--- src/sharpen_3x3_stream_defines.svh ---
// assertion macros for the 3x3 sharpen stream block
// used by files that need clk and rst in scope; depends on nothing else
`ifndef SHARPEN_3X3_STREAM_DEFINES_SVH
`define SHARPEN_3X3_STREAM_DEFINES_SVH

// condition must hold at every edge outside reset
`define SH3_CHECK(label, cond, msg) \
  label: assert property (@(posedge clk) disable iff (rst) (cond)) else $error(msg);

// consequence must hold in the cycle after the trigger
`define SH3_CHECK_NEXT(label, trig, cons, msg) \
  label: assert property (@(posedge clk) disable iff (rst) (trig) |=> (cons)) else $error(msg);

`endif

--- src/sharp3_pkg.sv ---
// shared constants, register codes and result type of the 3x3 sharpen stream
// no dependencies
`timescale 1ns / 1ps
`default_nettype none

package sharp3_pkg;

  localparam int MAX_WIDTH        = 2048;
  localparam int MAX_CHANNELS     = 4;
  localparam int MAX_HEIGHT       = 4096;
  localparam int AMOUNT_FRAC_BITS = 8;

  localparam int LINE_LEN    = MAX_WIDTH * MAX_CHANNELS;
  localparam int COL_W       = $clog2(LINE_LEN);
  localparam int ADDR_W      = COL_W + 1;
  localparam int STORE_DEPTH = 2 ** ADDR_W;
  localparam int WC_W        = $clog2(LINE_LEN + 1);
  localparam int ROW_W       = $clog2(MAX_HEIGHT + 2);
  localparam int CH_W        = $clog2(MAX_CHANNELS + 1);
  localparam int WIN_IDX_W   = (MAX_CHANNELS > 1) ? $clog2(MAX_CHANNELS) : 1;
  localparam int MSR_IDX_W   = $clog2(2 * MAX_CHANNELS);

  localparam int SAMPLE_W     = 8;
  localparam int AMOUNT_W     = 12;
  localparam int WIDTH_REG_W  = 12;
  localparam int HEIGHT_REG_W = 13;
  localparam int CHAN_REG_W   = 3;
  localparam int CFG_DATA_W   = 13;
  localparam int CFG_INDEX_W  = 2;

  localparam logic [AMOUNT_W-1:0]     AMOUNT_RESET   = AMOUNT_W'(256);
  localparam logic [WIDTH_REG_W-1:0]  WIDTH_RESET    = WIDTH_REG_W'(640);
  localparam logic [HEIGHT_REG_W-1:0] HEIGHT_RESET   = HEIGHT_REG_W'(480);
  localparam logic [CHAN_REG_W-1:0]   CHANNELS_RESET = CHAN_REG_W'(3);

  localparam logic [CFG_INDEX_W-1:0] REG_AMOUNT   = 2'd0;
  localparam logic [CFG_INDEX_W-1:0] REG_WIDTH    = 2'd1;
  localparam logic [CFG_INDEX_W-1:0] REG_HEIGHT   = 2'd2;
  localparam logic [CFG_INDEX_W-1:0] REG_CHANNELS = 2'd3;

  localparam logic OP_SAMPLE = 1'b0;
  localparam logic OP_DRAIN  = 1'b1;

  localparam int QUEUE_DEPTH = 8;
  localparam int QUEUE_PTR_W = $clog2(QUEUE_DEPTH);
  localparam int QUEUE_CNT_W = $clog2(QUEUE_DEPTH + 1);

  typedef struct packed {
    logic [SAMPLE_W-1:0] value;
    logic                frame_end;
  } result_t;

endpackage

`default_nettype wire

--- src/sharp3_out_queue.sv ---
// small result queue in flip-flops that decouples the pipeline from out_stall
// depends on sharp3_pkg and sharpen_3x3_stream_defines.svh
`timescale 1ns / 1ps
`default_nettype none
`include "sharpen_3x3_stream_defines.svh"

module sharp3_out_queue (
  input  wire logic                               clk,
  input  wire logic                               rst,
  input  wire logic                               push,
  input  wire sharp3_pkg::result_t                push_item,
  input  wire logic                               stall,
  output logic                                    valid,
  output sharp3_pkg::result_t                     head,
  output logic [sharp3_pkg::QUEUE_CNT_W-1:0]      count
);

  sharp3_pkg::result_t                  slots [sharp3_pkg::QUEUE_DEPTH];
  logic [sharp3_pkg::QUEUE_PTR_W-1:0]   wr_ptr;
  logic [sharp3_pkg::QUEUE_PTR_W-1:0]   rd_ptr;
  logic                                 pop;

  assign valid = (count != '0);
  assign head  = slots[rd_ptr];
  assign pop   = valid && !stall;

  always_ff @(posedge clk) begin
    if (push) begin
      slots[wr_ptr] <= push_item;
    end
  end

  always_ff @(posedge clk) begin
    if (rst) begin
      wr_ptr <= '0;
      rd_ptr <= '0;
      count  <= '0;
    end else begin
      if (push) begin
        wr_ptr <= wr_ptr + sharp3_pkg::QUEUE_PTR_W'(1);
      end
      if (pop) begin
        rd_ptr <= rd_ptr + sharp3_pkg::QUEUE_PTR_W'(1);
      end
      case ({push, pop})
        2'b10:   count <= count + sharp3_pkg::QUEUE_CNT_W'(1);
        2'b01:   count <= count - sharp3_pkg::QUEUE_CNT_W'(1);
        default: count <= count;
      endcase
    end
  end

  `SH3_CHECK(a_queue_no_overflow, !push || pop || (count < sharp3_pkg::QUEUE_CNT_W'(sharp3_pkg::QUEUE_DEPTH)), "result queue overflow")
  `SH3_CHECK(a_queue_count_bound, count <= sharp3_pkg::QUEUE_CNT_W'(sharp3_pkg::QUEUE_DEPTH), "result queue count past depth")
  `SH3_CHECK_NEXT(a_queue_head_held, valid && stall, valid && (head == $past(head)), "stalled result changed")

endmodule

`default_nettype wire

--- config.mk ---
export PLATFORM = sky130hd
export DESIGN_NAME = sharp3_out_queue
export DESIGN_NICKNAME = d
export VERILOG_FILES = /design/src/sharp3_pkg.sv /design/src/sharp3_out_queue.sv
export VERILOG_INCLUDE_DIRS = /design/src /design/src/src
export SDC_FILE = /design/constraint.sdc
export NUM_CORES = 1
export LEC_CHECK = 0
export BUFFER_PORTS_ARGS = -buffer_cell sky130_fd_sc_hd__buf_2
export CAP_MARGIN = 0
export CORE_UTILIZATION = 60
export DETAILED_ROUTE_END_ITERATION = 12
export PLACE_DENSITY = 0.89
export SLEW_MARGIN = 0
export SYNTH_ARGS = -nofsm -noshare
export SYNTH_HDL_FRONTEND = slang
export SYNTH_SLANG_ARGS = --single-unit
export TNS_END_PERCENT = 5
--- constraint.sdc ---
create_clock -name clk -period 4.1 [get_ports clk]
set_clock_uncertainty 0.1 [all_clocks]
set_input_delay 0.82 -clock clk [delete_from_list [all_inputs] [get_ports clk]]
set_output_delay 0.82 -clock clk [all_outputs]
set_load 0.02 [all_outputs]
-- Yosys cells after proc, flatten, opt, wreduce, memory -nomap -nowiden
Memory sizes are Yosys's and may differ from the RTL's. A register that Yosys moved wholly into a read port is not among the register bits.
Index checks and enable logic that the tools add are counted.
- logic and storage cells: 19
- memories kept: 1
- register bits after elaboration: 10
- output and inout port bits: 14
- bits in writable memories: 72
- input bits: 13
- eq/ne operators: 2
- reductions and logical operators: 4
- mux-type cells: 5
- $add $sub $neg: 4
- memory list (memory ; depth ; width ; read ports ; clocked after memory_dff ; write ports ; line ; RTL):
    slots ; 8 ; 9 ; 1 ; 1 ; 1 ; sharp3_out_queue.sv:18 ; sharp3_pkg::result_t slots [sharp3_pkg::QUEUE_DEPTH];
- operator list (cell ; count):
    $pmux W4 S2 ; 1
    $add A3 B1 Y3 const B ; 2
    $mux W3 ; 2
    $add A4 B1 Y4 const B ; 1
    $reduce_bool A4 Y1 ; 1
    $sub A4 B1 Y4 const B ; 1
    $eq A2 B1 Y1 const B ; 1
    $eq A2 B2 Y1 const B ; 1
    $mux W1 ; 2
    $reduce_bool A2 Y1 ; 1
    $logic_and A1 B1 Y1 ; 1
    $logic_not A1 Y1 ; 1

-- Longest topological paths before layout
Gate-level depths: netlist (run 1).
- depth after elaboration: 4
- mapped depth: 9
- gate-level depth less buffers: 9

-- Least setup slack after synthesis (run 1)
No wires, ideal clock.
- path kind: flip-flop to flip-flop
- start point: reg count[0] (netlist name)
- end point: reg count[3] (netlist name)
- buffers on the path: 1
- setup time: 121 ps
- clock period less this slack: 2477 ps
- arrival: 2257 ps
- slack: 1623 ps
- data required time: 3879 ps
- stages on the path, launching flop included: 9
- cell sequence: dfxtp_1 > nor4_1 > nor2_1 > ha_1 > clkbuf_1 > nor4b_1 > o21ai_0 > o31ai_1 > mux2_2
- longest elaborated chain between the ends: 4
- elaborated cells on any way between the ends: 8
- those cells by class: 2 x add/sub; 2 x eq/ne; 1 x mux; 3 x reduce/logical
- ends and longest elaborated chain (item ; line ; RTL):
    start: declaration ; sharp3_out_queue.sv:15 ; output logic [sharp3_pkg::QUEUE_CNT_W-1:0] count
    start signal: assignment ; sharp3_out_queue.sv:46 ; 2'b10: count <= count + sharp3_pkg::QUEUE_CNT_W'(1);
    start signal: assignment ; sharp3_out_queue.sv:47 ; 2'b01: count <= count - sharp3_pkg::QUEUE_CNT_W'(1);
    start signal: assignment ; sharp3_out_queue.sv:48 ; default: count <= count;
    branches (longest 4 deep; another with $sub A4 B1 Y4) ; n/a ;
Several ways; the timed one is not identified.
A chain may end at the register's enable or synchronous reset.

==> impl_metrics.csv, run 1 <==
group,metric,value,unit
pwr,peakVddDrop,402,µV
grt,grt_use_met2,0.350,
synth,synth_seq_cells,85,
routing,vias_per_cell,5.93,
worst_setup_path,path_max_fanout,18,
pwr,leakage,1.34,nW
synth,yosysWarnings,0,
worst_setup_path,r2r-end,"count[3]$_SDFFE_PP0P_",
cells_and_area,stdcell_area,3810,µm²
worst_setup_path,rrSetupSlack,1410,ps
worst_setup_path,max_stage_delay,960,ps
pwr,p_per_area,549,nW/µm²
grt,grt_max_degree,19,
synth,synth.cell_area,3410,µm²
grt,grt_use_met3,0.0600,
min_path,hold_class,"flop to flop",
die,core-area,5510,µm²
grt,first_global_vias,1667,
worst_setup_path,required,3180,ps
sta,drv_slew,0,
sta,hold_viol,0,
clock_tree,cts_hold_buffers,0,
placement,hpwlAfterDp,3.56,mm
cells_and_area,final_cell_mix,"edfxtp_1, buf_2, mux4_1, nor2_1, dfxtp_1",
sta,setup_viol,0,
routing,routed_wl,5.81,mm
routing,drtIter0Drc,140,
sta,timing.fmax,300,MHz
routing,vias,1684,
routing,postRouteAntennaNets,0,
placement,dp_cells,268,
grt,grt-ovfl-total,0,
routing,drc,2,
worst_setup_path,ff2ff_path_depth,7,
worst_setup_path,cp-endpoint,"head[1]",
synth,synth_cell_type_count,27,
cells_and_area,syn_to_final_growth,11.9,%
sta,period_share,0.813,
grt,use_met1,0.267,
worst_setup_path,crit_path_start_kind,"flop",
worst_setup_path,cp_cell_sequence,"mux4_1, mux2_2, buf_2",
worst_setup_path,reg2reg_from,"count[0]$_SDFFE_PP0P_",
cells_and_area,fin_cells,284,
clock_tree,insertion_delay,340,ps
sta,worst_slew_margin_rel,0.276,
placement,place_area,3590,µm²
cells_and_area,final_layout_size_suffix_gt1_frac,0.255,
clock_tree,clkTransAtPathRegs,80,ps
status,violations,"design-rule violations",
min_path,worstHoldPathCells,2,
synth,ys_seq_area_frac,0.711,
worst_setup_path,critPathKind,"flop to output pin",
sta,period_minus_slack,3330,ps
clock_tree,cts_tree,"yes",
cells_and_area,nets,225,
die,die_y,77.4,µm
grt,grt_pass1_wl,8.69,mm
grt,antenna_found_initial,0,
synth,yosys.area.top_type,"edfxtp_1",
clock_tree,h-tree-depth,3,
synth,synth_area_per_cell,19.3,µm²
placement,gp_congestion,0.721,
placement,port_buffers,26,
worst_setup_path,critPathCaptureType,"output pin",
grt,track_usage,0.213,
cells_and_area,final_util,0.693,
clock_tree,clock_sinks,85,
cells_and_area,diodes,0,
clock_tree,cts.root.buffer_cell,"clkbuf_8",
synth,synth_top_area_share,0.634,
die,fp-row-count,27,
routing,wl_per_cell,20.5,µm
clock_tree,post-cts-setup-buffers,0,
worst_setup_path,slowest_stage,"dfxtp_1",
die,die_w,77.4,µm
status,status,"finished with violations",
clock_tree,cts_inserted_buffers,9,
grt,busiest_layer,"met2",
clock_tree,cts_resized,0,
die,start_util,0.619,
job,drv_cap,0,
routing,drt_first_pass_iters,8,
synth,syn_nets,195,
die,io_pins,27,
worst_setup_path,worstPathArrival,2410,ps
cells_and_area,layout_commonest_cell,"edfxtp_1",
sta,hold_ws,417,ps
synth,synth_area_leaders,"edfxtp_1, mux4_1, dfxtp_1",
clock_tree,cts_buffer_depth,2,
sta,setup_tns,0,ps
die,fp.dieArea,5990,µm²
sta,grt_setup_unrepaired,"no",
synth,synthCells,177,
sta,tightestPinTransition,1080,ps
how the worst min path moves through the flow:
stage / start / endpoint / slack (ps)
floorplan: wr_ptr[0]$_SDFFE_PP0P_ / wr_ptr[0]$_SDFFE_PP0P_ / 360
global placement: wr_ptr[0]$_SDFFE_PP0P_ / wr_ptr[0]$_SDFFE_PP0P_ / 380
detailed placement: wr_ptr[0]$_SDFFE_PP0P_ / wr_ptr[0]$_SDFFE_PP0P_ / 400
CTS: wr_ptr[0]$_SDFFE_PP0P_ / wr_ptr[0]$_SDFFE_PP0P_ / 410
global route: wr_ptr[0]$_SDFFE_PP0P_ / wr_ptr[0]$_SDFFE_PP0P_ / 450
finish: wr_ptr[0]$_SDFFE_PP0P_ / wr_ptr[0]$_SDFFE_PP0P_ / 420
state kept, by name, summed over array words and instances (netlist names), named ones only:
name    cells
wr_ptr      3
count       4
rd_ptr      3
slots      72
cells in the mapped netlist, drive strengths merged:
| cell | number |
|---|---|
| nand2 | 6 |
| nor3 | 2 |
| ha | 5 |
| nor2b | 2 |
| o21ai | 4 |
| o31ai | 1 |
| xnor2 | 2 |
| nor2 | 15 |
| edfxtp | 72 |
| nand2b | 3 |
| mux2 | 10 |
| mux4 | 18 |
| nor4 | 1 |
| dfxtp | 13 |
| xor2 | 4 |
| nor3b | 1 |
| nor4bb | 1 |
| clkbuf | 3 |
| mux2i | 2 |
| or3 | 1 |
| a21oi | 4 |
| inv | 2 |
| nor4b | 1 |
| buf | 4 |
area by class of cell:
type                    instances  area, µm²
multi-input cells              83        937
clock buffers                  11        174
inverters                       2       7.51
clock inverters                 5       53.8
fillers                       340       1690
well taps                      72       90.1
flip-flops and latches         85       2420
repair buffers                 26        130
through the flow:
step	power [mW]	setup WS [ps]
global route	2.18	625
global placement	1.45	1120
CTS	2.11	695
finish	2.09	766
floorplan	1.38	1620
detailed placement	1.47	1090
metal layers:
layer	up-vias	wire length (µm)
met2	55	3140
li1	771	-
met4	0	22
met3	2	268
met5	-	0
met1	856	2370
worst max-delay path: cells and delay by family, from the launching register on:
| kind | cells | cell delay [ps] |
|---|---|---|
| flops | 1 | 960 |
| mux | 2 | 950 |
| buf+inv | 1 | 160 |
power breakdown:
part	total (mW)	switching (mW)	internal, mW
combinational	0.399	0.200	0.199
sequential	1.05	0.0743	0.978
clock	0.642	0.288	0.353
cell families (layout without fill, tap and decap cells):
kind of cell	after synthesis	count (layout)	synth area share
and+or+nand+nor	33	33	0.0466
buffers and inverters	9	44	0.0173
muxes	30	30	0.178
AOI/OAI and AO/OA	9	9	0.0140
xor gates and xnor gates	6	6	0.0154
DFF	85	85	0.711
adders and majority gates	5	5	0.0184
(Power assumes the default switching activity.)
==> inputs of run 2 (changes only) <==
- ABC_AREA: default -> 1
- CORE_UTILIZATION: 60 -> 53
- PLACE_DENSITY: 0.89 -> 0.84
- clock period: 4.1 -> 2.9 ns (I/O delays scaled with it)
==> run 2 against run 1 <==
The flow now finishes without violations. Power grew 49%. Cell area grew 2.0%. Die area grew 15%. Worst setup slack lost 320 ps. Via count grew 35%. Global-route usage shrank 0.91 points. Combinational power grew 120%. Sequential cell count is the same. Sequential share of layout area shrank 1.3 points. Clock-buffer cell count grew 1. Utilization shrank 8.0 points. Largest cell class unchanged.
==> impl_metrics.csv, run 2 <==
group,metric,value,unit
status,status,"completed",
cells_and_area,top_register,"slots",
routing,m1WireLength,2.84,mm
grt,grt-ovfl-total,0,
job,drv_cap,0,
routing,met3_length,397,µm
worst_setup_path,path_max_fanout,37,
worst_setup_path,worstPathArrival,1770,ps
worst_setup_path,crit_path_start_kind,"flop",
die,die_y,83.1,µm
grt,track_usage,0.204,
sta,drv_slew,0,
routing,drtIter0Drc,122,
worst_setup_path,required,2220,ps
synth,synth_cell_type_count,27,
cells_and_area,fin_cells,413,
clock_tree,post-cts-setup-buffers,0,
sta,tightestPinTransition,529,ps
synth,synth_area_per_cell,11.9,µm²
sta,setup_tns,0,ps
cells_and_area,final_cell_mix,"edfxtp_1, nor2_1, nand2_1, o21ai_0, buf_2",
grt,grt_pass1_wl,10.7,mm
clock_tree,cts.root.buffer_cell,"clkbuf_8",
clock_tree,cts_hold_buffers,0,
cells_and_area,fillers,493,
pwr,peakVddDrop,596,µV
worst_setup_path,critPathKind,"flop to output pin",
placement,dp_cells,397,
cells_and_area,final_layout_size_suffix_gt1_frac,0.161,
sta,hold_viol,0,
clock_tree,h-tree-depth,3,
clock_tree,cts_buffer_depth,2,
cells_and_area,layout_commonest_cell,"edfxtp_1",
die,io_pins,27,
worst_setup_path,ff2ff_path_depth,13,
grt,grt_max_degree,38,
die,start_util,0.549,
worst_setup_path,rrSetupSlack,820,ps
synth,synth_top_area_share,0.620,
cells_and_area,largest_reg_flops,72,
worst_setup_path,reg2reg_from,"count[2]$_SDFFE_PP0P_",
synth,synthTopCellsByCount,"edfxtp_1, nor2_1, nand2_1",
min_path,hold_class,"flop to flop",
die,fp.dieArea,6910,µm²
sta,hold_ws,388,ps
synth,synthCells,294,
grt,antenna_found_initial,0,
routing,vias_per_cell,5.48,
synth,yosysMostFrequentCell,"edfxtp_1",
pwr,p_per_area,801,nW/µm²
routing,maxUsedRoutingLayer,"met4",
clock_tree,clkTransAtPathRegs,80,ps
cells_and_area,nets,349,
sta,period_minus_slack,2450,ps
placement,gp_congestion,0.774,
synth,synth_edf_count,72,
synth,synth_area_leaders,"edfxtp_1, dfxtp_1, nor2_1",
clock_tree,cts_resized,0,
pwr,leakage,1.47,nW
synth,synth_top_flop_cell,"edfxtp_1",
worst_setup_path,cp-endpoint,"head[4]",
routing,drt_first_pass_iters,4,
synth,syn_nets,312,
routing,drc,0,
clock_tree,cts_tree,"yes",
grt,first_global_vias,2213,
synth,yosys.area.top_type,"edfxtp_1",
synth,synth.cell_area,3490,µm²
cells_and_area,diodes,0,
sta,timing.fmax,407,MHz
routing,postRouteAntennaNets,0,
sta,setup_viol,0,
placement,hpwlAfterDp,4.21,mm
die,fp-row-count,29,
die,core-area,6350,µm²
clock_tree,insertion_delay,340,ps
cells_and_area,syn_to_final_growth,11.6,%
routing,wl_per_cell,15.9,µm
routing,wl_met2,3.26,mm
clock_tree,cts_inserted_buffers,9,
die,die_w,83.1,µm
synth,synth_seq_cells,85,
cells_and_area,final_util,0.613,
routing,routed_wl,6.58,mm
routing,vias,2265,
synth,async_flop_share,0,
cells_and_area,reg_top3,"slots x72, count x4",
clock_tree,clock_sinks,85,
synth,yosysWarnings,0,
worst_setup_path,critPathCaptureType,"output pin",
worst_setup_path,r2r-end,"count[2]$_SDFFE_PP0P_",
placement,port_buffers,26,
min_path,worstHoldStart,"rd_ptr[0]$_SDFFE_PP0N_",
sta,grt_setup_unrepaired,"no",
sta,period_share,0.846,
sta,worst_slew_margin_rel,0.646,
synth,ys_seq_area_frac,0.694,
[run 2: cell count changes after synthesis, sizes merged, moves of 6 or more]
cell	change
nand2	+42
nor2	+34
o21ai	+34
mux4	-18
inv	+14
mux2	-10
o22ai	+9
buf	+7
mux2i	+7
a21oi	+6
[run 2: worst min path at each step]
stage	endpoint	slack (ps)	cells after the start
4_1_cts	slots[3][2]$_DFFE_PP_	390	1
2_1_floorplan	flop	350	1
3_3_place_gp	rd_ptr[0]$_SDFFE_PP0N_	370	1
5_1_grt	slots[1][2]$_DFFE_PP_	390	1
3_5_place_dp	rd_ptr[0]$_SDFFE_PP0N_	380	1
6_report	rd_ptr[0]$_SDFFE_PP0N_	390	1
[run 2: stage by stage]
step | total power, mW | worst slack [ps] | cell area (µm²)
final | 3.12 | 446 | 3890
after global routing | 3.29 | 271 | 3890
after CTS | 3.14 | 413 | 3890
after detailed placement | 2.36 | 730 | 3710
after global placement | 2.33 | 799 | 3710
after floorplan | 2.17 | 808 | 3490
[run 2: logic make-up after synthesis]
logic type / Yosys count / share of synthesized area
simple gates: 103 / 0.115
mux: 9 / 0.0258
buf+inv: 29 / 0.0473
flops: 85 / 0.694
fa+ha+maj: 5 / 0.0179
xor+xnor: 3 / 0.00753
compound gates: 60 / 0.0915
[run 2: power breakdown]
part	internal (mW)	switching, mW
clock network	0.396	0.389
registers	1.39	0.0482
logic	0.304	0.588
[run 2: cell type report]
type,instances,area (µm²),share of cell area
Clock buffer,12,135,0.0347
Clock inverter,4,48.8,0.0125
Inverter,17,68.8,0.0177
Multi-Input combinational cell,180,901,0.231
Sequential cell,85,2420,0.622
Tap cell,77,96.3,0.0248
Timing Repair Buffer,38,220,0.0566
[run 2: worst max-delay path, stage by stage (launching register included)]
cell	delay (ps)
dfxtp_1	310
buf_4	370
inv_6	170
o21ai_0	200
o21ai_1	90
nand2_1	60
nand2_1	60
buf_2	160
[run 2: layer usage]
layer	track usage	vias up
li1	-	1098
met1	0.255	1099
met2	0.343	59
met3	0.0547	9
met4	0.0721	0
met5	0	-
